<file path="src/sv/fps_pkg.sv">
`timescale 1ns / 1ps
// Shared types and constants of the funnel path smoother.
package fps_pkg;
    localparam int FUNNEL_DEPTH_DEF = 32;
    localparam int COORD_BITS_DEF   = 24;
    localparam int MAX_RESULTS      = 32;
    localparam int RES_CNT_W        = $clog2(MAX_RESULTS + 1);

    typedef enum logic [1:0] {
        ACT_START = 2'd0,
        ACT_LEFT  = 2'd1,
        ACT_RIGHT = 2'd2,
        ACT_GOAL  = 2'd3
    } t_action;

    typedef struct packed {
        logic neg;
        logic zero;
    } t_sign;
endpackage

</file>
<file path="src/sv/fps_turn.sv">
`timescale 1ns / 1ps
// Three-stage turn test: sign of u.x*w.z - u.z*w.x, u = +/-(b - a), w = +/-(v - a).
module fps_turn #(
    parameter int COORD_BITS = 24
) (
    input  logic                         i_clk,
    input  logic signed [COORD_BITS-1:0] i_ax, i_az,
    input  logic signed [COORD_BITS-1:0] i_bx, i_bz,
    input  logic signed [COORD_BITS-1:0] i_vx, i_vz,
    input  logic                         i_adir,
    input  logic                         i_bneg,
    output fps_pkg::t_sign               o_sign
);
    import fps_pkg::*;
    localparam int DW = COORD_BITS + 1;
    localparam int PW = 2 * DW;

    logic signed [DW-1:0] n_ux, n_uz, n_wx, n_wz;
    logic signed [DW-1:0] r_ux, r_uz, r_wx, r_wz;
    logic signed [PW-1:0] r_p, r_q;
    logic signed [PW:0]   w_diff;

    always_comb begin
        if (i_adir) begin
            n_ux = DW'(i_bx) - DW'(i_ax);
            n_uz = DW'(i_bz) - DW'(i_az);
        end else begin
            n_ux = DW'(i_ax) - DW'(i_bx);
            n_uz = DW'(i_az) - DW'(i_bz);
        end
        if (i_bneg) begin
            n_wx = DW'(i_ax) - DW'(i_vx);
            n_wz = DW'(i_az) - DW'(i_vz);
        end else begin
            n_wx = DW'(i_vx) - DW'(i_ax);
            n_wz = DW'(i_vz) - DW'(i_az);
        end
    end

    assign w_diff = (PW+1)'(r_p) - (PW+1)'(r_q);

    always_ff @(posedge i_clk) begin
        r_ux <= n_ux;
        r_uz <= n_uz;
        r_wx <= n_wx;
        r_wz <= n_wz;
        r_p  <= r_ux * r_wz;
        r_q  <= r_uz * r_wx;
        o_sign.neg  <= w_diff[PW];
        o_sign.zero <= (w_diff == '0);
    end
endmodule

</file>
<file path="config.mk">
export PLATFORM = sky130hd
export DESIGN_NAME = fps_turn
export DESIGN_NICKNAME = d
export VERILOG_FILES = /design/src/sv/fps_pkg.sv /design/src/sv/fps_turn.sv
export SDC_FILE = /design/constraint.sdc
export NUM_CORES = 2
export LEC_CHECK = 0
export BUFFER_PORTS_ARGS = -buffer_cell sky130_fd_sc_hd__buf_4
export CORE_ASPECT_RATIO = 0.7
export CORE_UTILIZATION = 23
export CTS_BUF_LIST = sky130_fd_sc_hd__clkbuf_4 sky130_fd_sc_hd__clkbuf_8
export DETAILED_ROUTE_END_ITERATION = 10
export PLACE_DENSITY = 0.36
export SYNTH_ARGS = -nofsm -noshare
export SYNTH_HDL_FRONTEND = slang
export SYNTH_SLANG_ARGS = --single-unit
</file>
<file path="constraint.sdc">
create_clock -name i_clk -period 8.79 [get_ports i_clk]
set_input_delay 0 -clock i_clk [delete_from_list [all_inputs] [get_ports i_clk]]
set_output_delay 0 -clock i_clk [all_outputs]
set_load 0.01 [all_outputs]
</file>
==> summary.txt <==
outcome - completed
Detailed Route Iter0 Violations - 3238
post-route clock period utilization - 95.1%
CP Buf/Inv Count - 4
Max Slew Vio Count - 0
setup TNS - 0 ns
startpoint types - flop
CTS Buf Count - 48
site row count - 158
layout cells sized above 1 - 6.40%
share of the synthesized area in the top cell type - 43.2%
final-report hold violation count - 0
max cap viols - 0
final setup fails - 0
worst-path fanout max - 14
Post-Synthesis Cell Area - 0.0614 mm2
predominant post-synthesis flop cell - dfxtp_1
largest net degree at the start of global routing - 59
slack of the worst reg-to-reg path - 0.43 ns
Die Wd - 619 um
Max Clock Skew - 0.102 ns
root buffer cell - clkbuf_8
cell taking the most area after synthesis - fa_1
sequential area share after synthesis - 6.59%
I/O Pins - 149
RSZ-0062 raised after global routing - no
Tmin final - 8.36 ns
number of global-route vias before repair - 49900
worst relative slew slack - 12.5%
CTS max path bufs - 3
CP peak stage delay - 0.85 ns
FMAX - 120 MHz
CTS tree - yes
Most common cell on crit path - fa_1
library cells used by synthesis - 84
Clock Sinks - 202
Pre-antenna DRT Iters - 5
Crit-path slowest cell - dfxtp_1
Hold Path Depth - 3
Synth area leaders - fa_1, ha_1, inv_1
mean post-synth cell area - 8.93 um2
Final nets - 9134
FF-to-FF Start - r_wx[10]
crit path capture type - flop
worst path cell trace - buf_4 > nand2_1 > fa_1 > fa_1 > inv_1 > fa_1 > fa_1 > fa_1 > fa_1 > inv_1 > fa_1 > inv_1 > ha_1 > a21o_1 > o21a_1 > a311oi_1 > o22ai_1 > a31oi_1 > a21oi_1 > a211oi_2 > o21ai_1 > a221o_1 > a21oi_1 > xnor2_1
number of synthesized flops with an enable pin - 0
initial antenna violation count - 24
Reg2Reg Depth - 24
Worst-path clk slew - 0.06 ns
syn_nets - 8873
CP required - 9.41 ns
final wirelength - 233 mm
clk_lat worst skew - 0.79 ns
CTS H-tree lvls - 2
Largest delay share family, worst path - adder cells
via count - 46600
FF-to-FF End - r_q[49]
Port-buffer cells - 148
WL/cell - 21.7 um
grt ovf - 0
crit path kind - reg -> reg
Synth top cells by count - inv_1, fa_1, nand2_1, and2_1, ha_1
die area - 0.269 mm2
most common cell in the synthesized netlist - inv_1
Residual DRC - 0
postcts setup bufs - 0
hold_sp - i_az[1]
first-pass GRT wire length - 350 mm
Syn Inst Count - 6877
routability congestion estimate from global placement - 0.848
gr usage total - 17.6%
core area - 0.265 mm2
Worst Hold End - r_uz[1]
Min-Delay Path Class - in -> reg
worst slew pin tran - 1.30 ns
Initial Util - 23.2%
post-route antenna net violation count - 0
hpwl dp - 201 mm
area delta synth->final - 14.3%
arrival time at the worst endpoint - 8.97 ns
ys async rst share - 0%
Yosys warning count - 0
vias per cell - 4.35
Vert. Die Dim - 434 um
number of synthesized register bits - 202
## how the worst max path moves through the flow
stage,depth (start not counted),end,start
2_1_floorplan,29,r_q[44],r_wx[4]
3_3_place_gp,21,r_p[40],r_ux[12]
3_5_place_dp,21,r_p[40],r_ux[12]
4_1_cts,23,r_p[40],r_wz[3]
5_1_grt,19,r_p[48],r_wz[1]
6_report,24,r_q[49],r_wx[10]
## cell type report
class                   count  area, um2
clock buffers              63        817
multi-input cells        4821      50400
flip-flops and latches    202       4060
repair buffers            505       4330
diodes                     12       30.0
inverters                1560       5860
clock inverters            25        315
well taps                3520       4400
fillers                 28700     195000
## sequential cells by signal, indices dropped and copies added (netlist names)
name,count
r_q,50
r_ux,25
r_p,50
r_wz,25
o_sign,2
r_wx,25
r_uz,25
## per-layer routing
metal | global-route usage (%) | part of all wire, % | vias to the layer above
li1 | - | - | 21400
met1 | 28.5 | 55 | 24100
met2 | 24.7 | 39 | 998
met3 | 2.68 | 5.3 | 96
met4 | 2.04 | 0.89 | 8
met5 | 0 | 0.023 | -
## placed cells by master, fill, tap and decap left out, types with 56 or more instances in the layout
cell type	synthesis	final
a21o_1	105	105
nand3_1	56	56
xnor2_1	148	148
nor2b_1	62	62
a21oi_1	242	241
fa_1	1325	1325
xor2_1	70	70
dlygate4sd3_1	0	207
inv_1	1558	1558
nand2_1	773	773
o21ai_0	161	161
and2_1	612	612
dfxtp_1	202	192
ha_1	524	524
nor2_1	155	155
buf_4	1	296
## per-stage QoR
stage	cells	utilization (%)	instance area (um2)	worst slack, ns	hold WS (ns)
after global placement	10400	25.2	66900	0.421	0.308
final	10700	26.5	70200	0.435	0.0441
after global routing	10700	26.5	70200	0.0651	0.0136
after detailed placement	10400	25.2	66900	0.392	0.306
after CTS	10700	26.4	70100	0.278	0.000925
after floorplan	6877	-	61400	1.73	0.170
## tightest hold or removal path, cell delays in order
cell and delay [ns]:
buf_4 0.14, fa_1 0.17, mux2i_1 0.26
## logic make-up (layout without fill, tap and decap cells)
| family | count (synthesis) | after routing | share of synthesized area (%) |
|---|---|---|---|
| other cells | 0 | 12 | 0 |
| xor+xnor | 218 | 218 | 3.11 |
| mux | 64 | 64 | 1.10 |
| flops | 202 | 202 | 6.59 |
| compound gates | 838 | 838 | 8.95 |
| buf+inv | 1854 | 2153 | 11.4 |
| fa+ha+maj | 1849 | 1849 | 53.9 |
| simple gates | 1852 | 1852 | 15.0 |
## repair_timing
action / in CTS / in global routing
resized for setup: 0 / 6
endpoints found under the hold margin: 90 / 3
endpoints found under the setup margin: 0 / 4
hold buffers: 204 / 3
Power is not shown: default switching activity piles up to over one toggle a cycle in this logic, so the estimate is an artifact.
