### config.mk
export PLATFORM = sky130hd
export DESIGN_NAME = fps_store
export DESIGN_NICKNAME = d
export VERILOG_FILES = /design/src/sv/fps_store.sv
export SDC_FILE = /design/constraint.sdc
export NUM_CORES = 1
export LEC_CHECK = 0
export BUFFER_PORTS_ARGS = -buffer_cell sky130_fd_sc_hd__buf_2
export CAP_MARGIN = 20
export CORE_AREA = 8 8 377 563
export CTS_CLUSTER_SIZE = 40
export DETAILED_ROUTE_END_ITERATION = 12
export DIE_AREA = 0 0 385 571
export PLACE_DENSITY = 0.44
export REMOVE_ABC_BUFFERS = 1
export SLEW_MARGIN = 20
export SYNTH_ARGS = -nofsm -noshare
export SYNTH_HDL_FRONTEND = slang
export SYNTH_SLANG_ARGS = --single-unit
### constraint.sdc
create_clock -name i_clk -period 4.9 [get_ports i_clk]
set_input_delay 0.735 -clock i_clk [delete_from_list [all_inputs] [get_ports i_clk]]
set_output_delay 0.735 -clock i_clk [all_outputs]
set_load 0.01 [all_outputs]
### src/sv/fps_store.sv
`timescale 1ns / 1ps
// Funnel deque storage: one write port, one registered read port.
module fps_store #(
    parameter int DEPTH = 32,
    parameter int WIDTH = 48
) (
    input  logic                     i_clk,
    input  logic                     i_we,
    input  logic [$clog2(DEPTH)-1:0] i_waddr,
    input  logic [WIDTH-1:0]         i_wdata,
    input  logic [$clog2(DEPTH)-1:0] i_raddr,
    output logic [WIDTH-1:0]         o_rdata
);
    logic [WIDTH-1:0] r_mem [DEPTH];

    always_ff @(posedge i_clk) begin
        if (i_we) begin
            r_mem[i_waddr] <= i_wdata;
        end
        o_rdata <= r_mem[i_raddr];
    end
endmodule

==> flow_summary.yaml, run 1 <==
outcome:
  status: "complete, no violations"
clock_tree:
  cts_setup_buffers: 0
  clock_sinks: 1584
  htreeDepth: 4
  cts_buffer_depth: 4
  hold_buffers: 0
  root_buffer: "clkbuf_16"
  cts_buffers: 161
  insertion_delay_ps: 780
  clk_pin_slew_ps: 60
  cts_tree: "done"
  cts.repair.resized: 0
hold_path:
  hold_class: "input pin to register"
  holdPathStages: 1
critical_path:
  worst-setup-path-type: "input pin to register"
  critPathRequiredTime_ps: 5300
  cp_max_fo: 17
  reg2regPathDepth: 5
  worstPathArrival_ps: 2960
  critPathLaunchType: "input pin"
  end_kind: "register"
placed_design:
  post-place-cells: 6052
  placed_area_um2: 64900
  dp_hpwl_mm: 89.6
  io_buffers: 107
  place_congestion: 0.704
synthesis:
  synthesis.area_um2: 60700
  synth_top_area_cell: "edfxtp_1"
  synth-compound-area-share_pct: 4.85
  ys_warn_count: 0
  synth_fa_ha_area_share_pct: 0
  synth-simple-area-share_pct: 2.89
  yosys-top-cells-area: "edfxtp_1 76%, mux2i_1 13%, a22oi_1 1.8%"
  synth_edf_count: 1536
  ys_seq_area_share_pct: 77.5
  avgSynthCellArea_um2: 18.1
  ys_ff_latch: 1584
  synth_top_family_by_area: "multiplexers"
  synthMuxAreaShare_pct: 12.7
  dominantRegCellSynth: "edfxtp_1"
  synth-xor-area-share_pct: 0
  netlist_instances: 3364
  yosys.cell_types.count: 26
  ys_async_sr_fraction_pct: 0
  synth_top_area_share_pct: 76.0
layout:
  instances_no_fill: 6340
  areaGrowthSynthToFinish_pct: 14.9
  finish.utilization_pct: 34.3
  layout-drive-gt1-share_pct: 12.9
  layout.nets: 3610
  stdcell_area_um2: 69800
timing:
  hold_viol: 0
  rsz0062_at_grt: "no"
  tightest_slew_ps: 1110
  layout_worst_path_cycle_share_pct: 52.2
  setup_tns_ps: 0
  maxSlewHeadroom_pct: 26.0
  finClkSkew_ps: 42.1
  setup_viol: 0
  slew_viol_final: 0
  final.min_clock_period_ps: 2560
  max_freq_mhz: 391
power:
  max-vdd-ir-drop_mv: 0.273
  power.density_nw_per_um2: 403
  power_leakage_uw: 0.0239
global_routing:
  track_usage_pct: 14.6
  antenna_found_initial: 21
  grt_overflow: 0
  grt_start_max_net_pins: 121
  grt_pass1_wl_mm: 235
  grt_pass1_vias: 31800
floorplan:
  rows: 203
  core_um2: 203000
  die_area_um2: 220000
  ios: 108
  fp.dieH_um: 571
  dieWidth_um: 385
  initial_core_util_pct: 29.8
detailed_routing:
  route.antenna.remaining_nets: 0
  vias_per_cell: 4.82
  routedWlPerCell_um: 26.0
  drtIter0Drc: 2148
  drcViolationCount: 0
  vias: 30600
  firstDrtPassIters: 5
  routed_wl_mm: 165
job:
  max-cap-violations: 0
## path summary, 6_finish.rpt
path	to	slack, ps	from
min reg2reg	o_rdata[42]	600	r_mem[26][42]
max reg2reg	o_rdata[25]	3390	r_mem[1][25]
max	r_mem[23][2]	2340	i_waddr[0]
min	r_mem[25][23]	440	i_wdata[23]
## stage by stage
step	worst slack, ps	power, µW	hold slack, ps
finish	2340	28100	442
detailed placement	1530	16900	585
global placement	1600	16900	581
global route	2290	29100	430
floorplan	-3010	16000	554
CTS	2360	28500	384
## cell usage in the layout (no fill, tap or decap), types with 4 or more instances in the layout
master,instances
buf_2,106
a22oi_1,144
buf_12,40
buf_4,67
clkinv_2,33
clkbuf_16,163
edfxtp_1,1536
a22o_1,96
diode_2,7
mux2i_1,768
clkinv_1,23
nor2_4,33
nand3_1,146
bufinv_16,4
a31oi_1,48
nand3b_1,5
a21oi_1,144
dfxtp_1,48
nor3_1,48
clkbuf_1,40
nand2_1,145
clkbuf_8,12
## cell usage after synthesis (all sizes together) (48+ instances only)
library cell and count:
nor3 48, a22o 96, a21oi 144, dfxtp 48, a31oi 48, nand3 146, mux2i 768, buf 131
clkbuf 60, a22oi 144, nand2 146, edfxtp 1536
## power by group
part / leakage, µW / internal, µW / switching (µW)
clock: 0.00238 / 6500 / 5030
sequential: 0.0142 / 15100 / 66.6
combinational: 0.00723 / 469 / 985
total: 0.0239 / 22000 / 6090
## area by class of cell
| class | instances | area (µm²) |
|---|---|---|
| diodes | 7 | 17.5 |
| well taps | 2665 | 3330 |
| clock buffers | 215 | 4390 |
| flip-flops and latches | 1584 | 47100 |
| repair buffers | 214 | 1850 |
| fillers | 19200 | 134000 |
| clock inverters | 66 | 428 |
| multi-input cells | 1589 | 12700 |
## layer usage
| layer | GRT usage (%) | part of all wire (%) |
|---|---|---|
| met3 | 2.36 | 4.0 |
| met2 | 25.4 | 50 |
| met1 | 19.1 | 44 |
| met5 | 0 | 0.069 |
| met4 | 3.06 | 1.7 |
## worst max-delay path: stages
cell	delay [ps]
buf_2	170
nand3_1	650
nor2_4	890
buf_4	490
## state kept, by name, summed over array words and instances (netlist names)
| signal | cells |
|---|---|
| o_rdata | 48 |
| r_mem | 1536 |
## logic make-up after synthesis
family	Yosys count
AO/OA/AOI/OAI	432
flip-flops	1584
AND/OR/NAND/NOR	389
buffers and inverters	191
multiplexers	768
Note: power is estimated with default switching activity, not from simulation.
==> run 2: changes to the inputs <==
--- a/config.mk
+++ b/config.mk
@@ -11,7 +11,7 @@
 export CTS_CLUSTER_SIZE = 40
 export DETAILED_ROUTE_END_ITERATION = 12
 export DIE_AREA = 0 0 385 571
-export PLACE_DENSITY = 0.44
+export PLACE_DENSITY = 0.45
 export REMOVE_ABC_BUFFERS = 1
 export SLEW_MARGIN = 20
 export SYNTH_ARGS = -nofsm -noshare
==> constraint.sdc (replaced) <==
create_clock -name i_clk -period 2.3 [get_ports i_clk]
set_input_delay 0.345 -clock i_clk [delete_from_list [all_inputs] [get_ports i_clk]]
set_output_delay 0.345 -clock i_clk [all_outputs]
set_load 0.01 [all_outputs]
==> flow_summary.yaml, run 2 (synthesis gave the netlist of run 1 again) <==
critical_path:
  max_stage_delay_ps: 510
  reg2regPathDepth: 5
  critPathLaunchType: "register"
  cp_slowest_cell: "dfxtp_1"
  reg2reg_to: "o_rdata[0]"
  path_cells: "buf_2"
  r2r-start: "r_mem[1][0]"
  reg2reg_slack_ps: 870
  path_buf_inv: 1
  crit_family: "flip-flops"
  end_kind: "primary output"
  cp_max_fo: 1
  worstPathArrival_ps: 1510
  critPathRequiredTime_ps: 1960
  worst-setup-path-type: "register to primary output"
layout:
  layout.nets: 3716
  largest_reg_flops: 1536
  stdcell_area_um2: 71700
  areaGrowthSynthToFinish_pct: 18.1
  instances_no_fill: 6447
  largest-register: "r_mem"
  layout-drive-gt1-share_pct: 15.4
  final_common_cell: "edfxtp_1"
  reg_top3: "r_mem x1536, o_rdata x48"
  finish.utilization_pct: 35.3
  layout_common_cells: "1536 x edfxtp_1, 768 x mux2i_1, 164 x clkbuf_16"
timing:
  setup_viol: 0
  setup_tns_ps: 0
  rsz0062_at_grt: "no"
  tightest_slew_ps: 648
  hold_viol: 0
  slew_viol_final: 0
  finClkSkew_ps: 69.1
  max_freq_mhz: 539
  maxSlewHeadroom_pct: 56.5
  setup_slack_ps: 443
  layout_worst_path_cycle_share_pct: 80.7
  final.min_clock_period_ps: 1860
detailed_routing:
  drtIter0Drc: 1954
  routed_wl_mm: 168
  vias_per_cell: 4.82
  firstDrtPassIters: 5
  drcViolationCount: 0
  vias: 31100
  route.antenna.remaining_nets: 0
  routedWlPerCell_um: 26.0
floorplan:
  dieWidth_um: 385
  initial_core_util_pct: 29.8
  die_area_um2: 220000
  rows: 203
  ios: 108
  fp.dieH_um: 571
  core_um2: 203000
global_routing:
  track_usage_pct: 14.8
  grt_start_max_net_pins: 53
  grt_pass1_vias: 32200
  antenna_found_initial: 12
  grt_overflow: 0
  grt_pass1_wl_mm: 238
clock_tree:
  insertion_delay_ps: 800
  cts_setup_buffers: 0
  clock_sinks: 1584
  root_buffer: "clkbuf_16"
  cts_tree: "done"
  cts.repair.resized: 0
  cts_buffers: 160
  cts_buffer_depth: 4
  htreeDepth: 4
  clk_pin_slew_ps: 60
placed_design:
  dpl_worst_slack_ps: 75.3
  io_buffers: 107
  placed_area_um2: 66600
  dp_hpwl_mm: 94.3
  place_congestion: 0.724
  post-place-cells: 6155
outcome:
  status: "complete, no violations"
power:
  max-vdd-ir-drop_mv: 0.553
  p_sw_share_pct: 21.4
  power_leakage_uw: 0.0247
  power.density_nw_per_um2: 849
  p_int_uw: 47800
  p_clk_share_pct: 41.6
  combPwrFrac_pct: 5.4
  p_seq_share_pct: 52.9
  switchingPower_uw: 13000
hold_path:
  hold_end: "r_mem[24][45]"
  holdPathStages: 1
  hold_start: "i_wdata[45]"
  hold_class: "input pin to register"
job:
  max-cap-violations: 0
==> run 2: changes by cell type in the layout (fill, tap and decap cells not counted), sizes merged <==
cell	previous run	this run
buf	214	317
bufinv	4	8
clkbuf	215	227
clkinv	57	43
clkinvlp	3	2
diode	7	5
dlygate4sd3	0	4
inv	2	3
==> run 2: worst max path at each step <==
stage	start	end	depth (start not counted)
3_5_place_dp	i_raddr[0]	o_rdata[6]	7
5_1_grt	o_rdata[15]	o_rdata[15]	1
2_1_floorplan	i_raddr[1]	o_rdata[0]	5
6_report	o_rdata[15]	o_rdata[15]	1
3_3_place_gp	i_raddr[0]	o_rdata[6]	7
4_1_cts	o_rdata[15]	o_rdata[15]	1
==> run 2: final cells by class <==
class,count,area (µm²)
fillers,18900,132000
flip-flops and latches,1584,47100
multi-input cells,1589,12700
clock buffers,227,4510
repair buffers,321,3590
well taps,2665,3330
clock inverters,56,528
diodes,5,12.5
==> run 2: timing repair <==
| action | 4_1_cts | 5_1_grt |
|---|---|---|
| hold endpoints to repair | 47 | 0 |
| hold buffers | 4 | 0 |
| endpoints found under the setup margin | 0 | 0 |
==> run 2: power by group through the flow <==
stage | sequential [µW] | clock (µW) | combinational (µW)
global placement | 32900 | 0 | 3340
detailed placement | 32900 | 0 | 3360
finish | 32200 | 25400 | 3290
global route | 32300 | 27000 | 3570
CTS | 32200 | 26100 | 3370
floorplan | 32900 | 0 | 1320
==> run 2: per-layer routing <==
layer	wire length, µm	GRT usage, %
met1	73800	19.4
met2	84400	26.0
met3	5720	2.05
met4	3710	3.64
met5	69	0
==> run 2: metrics by stage <==
step	hold WS, ps	power, µW
after floorplan	444	34200
after global placement	570	36200
after detailed placement	584	36200
after CTS	0.775	61700
after global routing	47.0	62900
final	54.1	60900
==> run 3: changes to the inputs <==
==> constraint.sdc (replaced) <==
create_clock -name i_clk -period 1.5 [get_ports i_clk]
set_input_delay 0.225 -clock i_clk [delete_from_list [all_inputs] [get_ports i_clk]]
set_output_delay 0.225 -clock i_clk [all_outputs]
set_load 0.01 [all_outputs]
==> flow_summary.yaml, run 3 (synthesis gave the netlist of run 1 again) <==
floorplan:
  dieWidth_um: 385
  ios: 108
  core_um2: 203000
  die_area_um2: 220000
  fp.dieH_um: 571
  rows: 203
  initial_core_util_pct: 29.8
job:
  max-cap-violations: 0
clock_tree:
  root_buffer: "clkbuf_16"
  clock_sinks: 1584
  cts_buffers: 160
  insertion_delay_ps: 790
  cts_buffer_depth: 4
  cts_tree: "done"
  htreeDepth: 4
  clk_pin_slew_ps: 60
outcome:
  violations: "setup timing"
  status: "complete, but fails checks"
timing:
  final.min_clock_period_ps: 1540
  tightest_slew_ps: 602
  slew_viol_final: 0
  setup_viol: 3
  layout_worst_path_cycle_share_pct: 103
  setup_slack_ps: -43.3
  maxSlewHeadroom_pct: 59.9
  hold_viol: 0
  finClkSkew_ps: 38.9
  rsz0062_at_grt: "yes"
  max_freq_mhz: 648
critical_path:
  cp_max_fo: 1
  critPathLaunchType: "register"
  crit_family: "flip-flops"
  r2r-start: "r_mem[1][32]"
  critPathRequiredTime_ps: 1270
  cp_slowest_cell: "dfxtp_4"
  worst-setup-path-type: "register to primary output"
  path_cells: "buf_6"
  reg2regPathDepth: 6
  path_depth: 1
  worstPathArrival_ps: 1320
  worstSetupEndpoint: "o_rdata[15]"
  path_buf_inv: 1
  max_stage_delay_ps: 410
  startpoint: "o_rdata[15]"
  reg2reg_slack_ps: 90
  end_kind: "primary output"
  reg2reg_to: "o_rdata[32]"
power:
  power.density_nw_per_um2: 1260
  power_uw: 94300
  power_leakage_uw: 0.0262
  max-vdd-ir-drop_mv: 0.814
layout:
  instances_no_fill: 6682
  largest-register: "r_mem"
  largest_reg_flops: 1536
  areaGrowthSynthToFinish_pct: 23.3
  reg_top3: "r_mem x1536, o_rdata x48"
  layout_common_cells: "1536 x edfxtp_1, 768 x mux2i_1, 217 x buf_4"
  layout.nets: 3953
  stdcell_area_um2: 74900
  layout-drive-gt1-share_pct: 20.5
  final_common_cell: "edfxtp_1"
  finish.utilization_pct: 36.8
placed_design:
  io_buffers: 107
  post-place-cells: 6348
  place_congestion: 0.746
  dp_hpwl_mm: 107
  placed_area_um2: 69000
hold_path:
  hold_class: "input pin to register"
detailed_routing:
  route.antenna.remaining_nets: 0
  vias_per_cell: 4.77
  routed_wl_mm: 173
  firstDrtPassIters: 5
  drtIter0Drc: 2121
  vias: 31900
  routedWlPerCell_um: 25.9
  drcViolationCount: 0
global_routing:
  antenna_found_initial: 12
  grt_pass1_wl_mm: 246
  track_usage_pct: 15.3
  grt_pass1_vias: 33000
  grt_overflow: 0
  grt_start_max_net_pins: 33
-- run 3: cell types whose count changed in the layout (fill, tap and decap cells not counted), moves of 4 or more --
cell,delta
buf_4,+121
buf_12,+72
dlygate4sd3_1,+44
buf_2,-43
buf_6,+43
dfxtp_1,-43
dfxtp_2,+30
clkbuf_1,-15
dfxtp_4,+13
clkinv_1,+9
clkinvlp_4,+5
bufinv_16,+4
clkinv_8,-4
-- run 3: stage by stage --
step                setup WS [ps]  hold slack (ps)  TNS (ps)
CTS                          -107             72.5     -1630
finish                      -43.3              143     -82.8
detailed placement           -777              591   -407420
floorplan                   -5900              324  -2771710
global placement             -748              580   -409630
global route                -81.5              140      -921
-- run 3: worst min-delay path by stage --
stage / startpoint / to / slack (ps) / cells after the start
final: i_raddr[2] / o_rdata[7] / 140 / 6
after global placement: r_mem[26][39] / o_rdata[39] / 580 / 4
after floorplan: i_wdata[0] / r_mem[0][0] / 320 / 0
after global routing: i_raddr[2] / o_rdata[28] / 140 / 6
after detailed placement: r_mem[11][33] / o_rdata[33] / 590 / 4
after CTS: i_raddr[2] / o_rdata[28] / 70 / 6
-- run 3: what timing repair did --
action	4_1_cts	5_1_grt
endpoints found under the hold margin	1536	0
resized for setup	112	2
setup buffers	0	0
endpoints found under the setup margin	44	38
hold buffers	48	0
-- run 3: power by group --
group          internal, µW  switching [µW]
Clock                 22500           16500
Sequential            49200             275
Combinational          2410            3370
-- run 3: cell type report --
cell class,instances,area (µm²)
Clock inverter,74,689
Fill cell,18800,129000
Antenna cell,6,15.0
Sequential cell,1584,47200
Multi-Input combinational cell,1589,12700
Tap cell,2665,3330
Clock buffer,206,4340
Timing Repair Buffer,558,6650
-- run 3: metal layers --
layer	vias to the layer above	track usage, %	part of all wire (%)
li1	14400	-	-
met1	16700	20.0	44
met2	532	27.1	51
met3	234	2.01	3.4
met4	10	3.37	1.9
met5	-	0	0.040
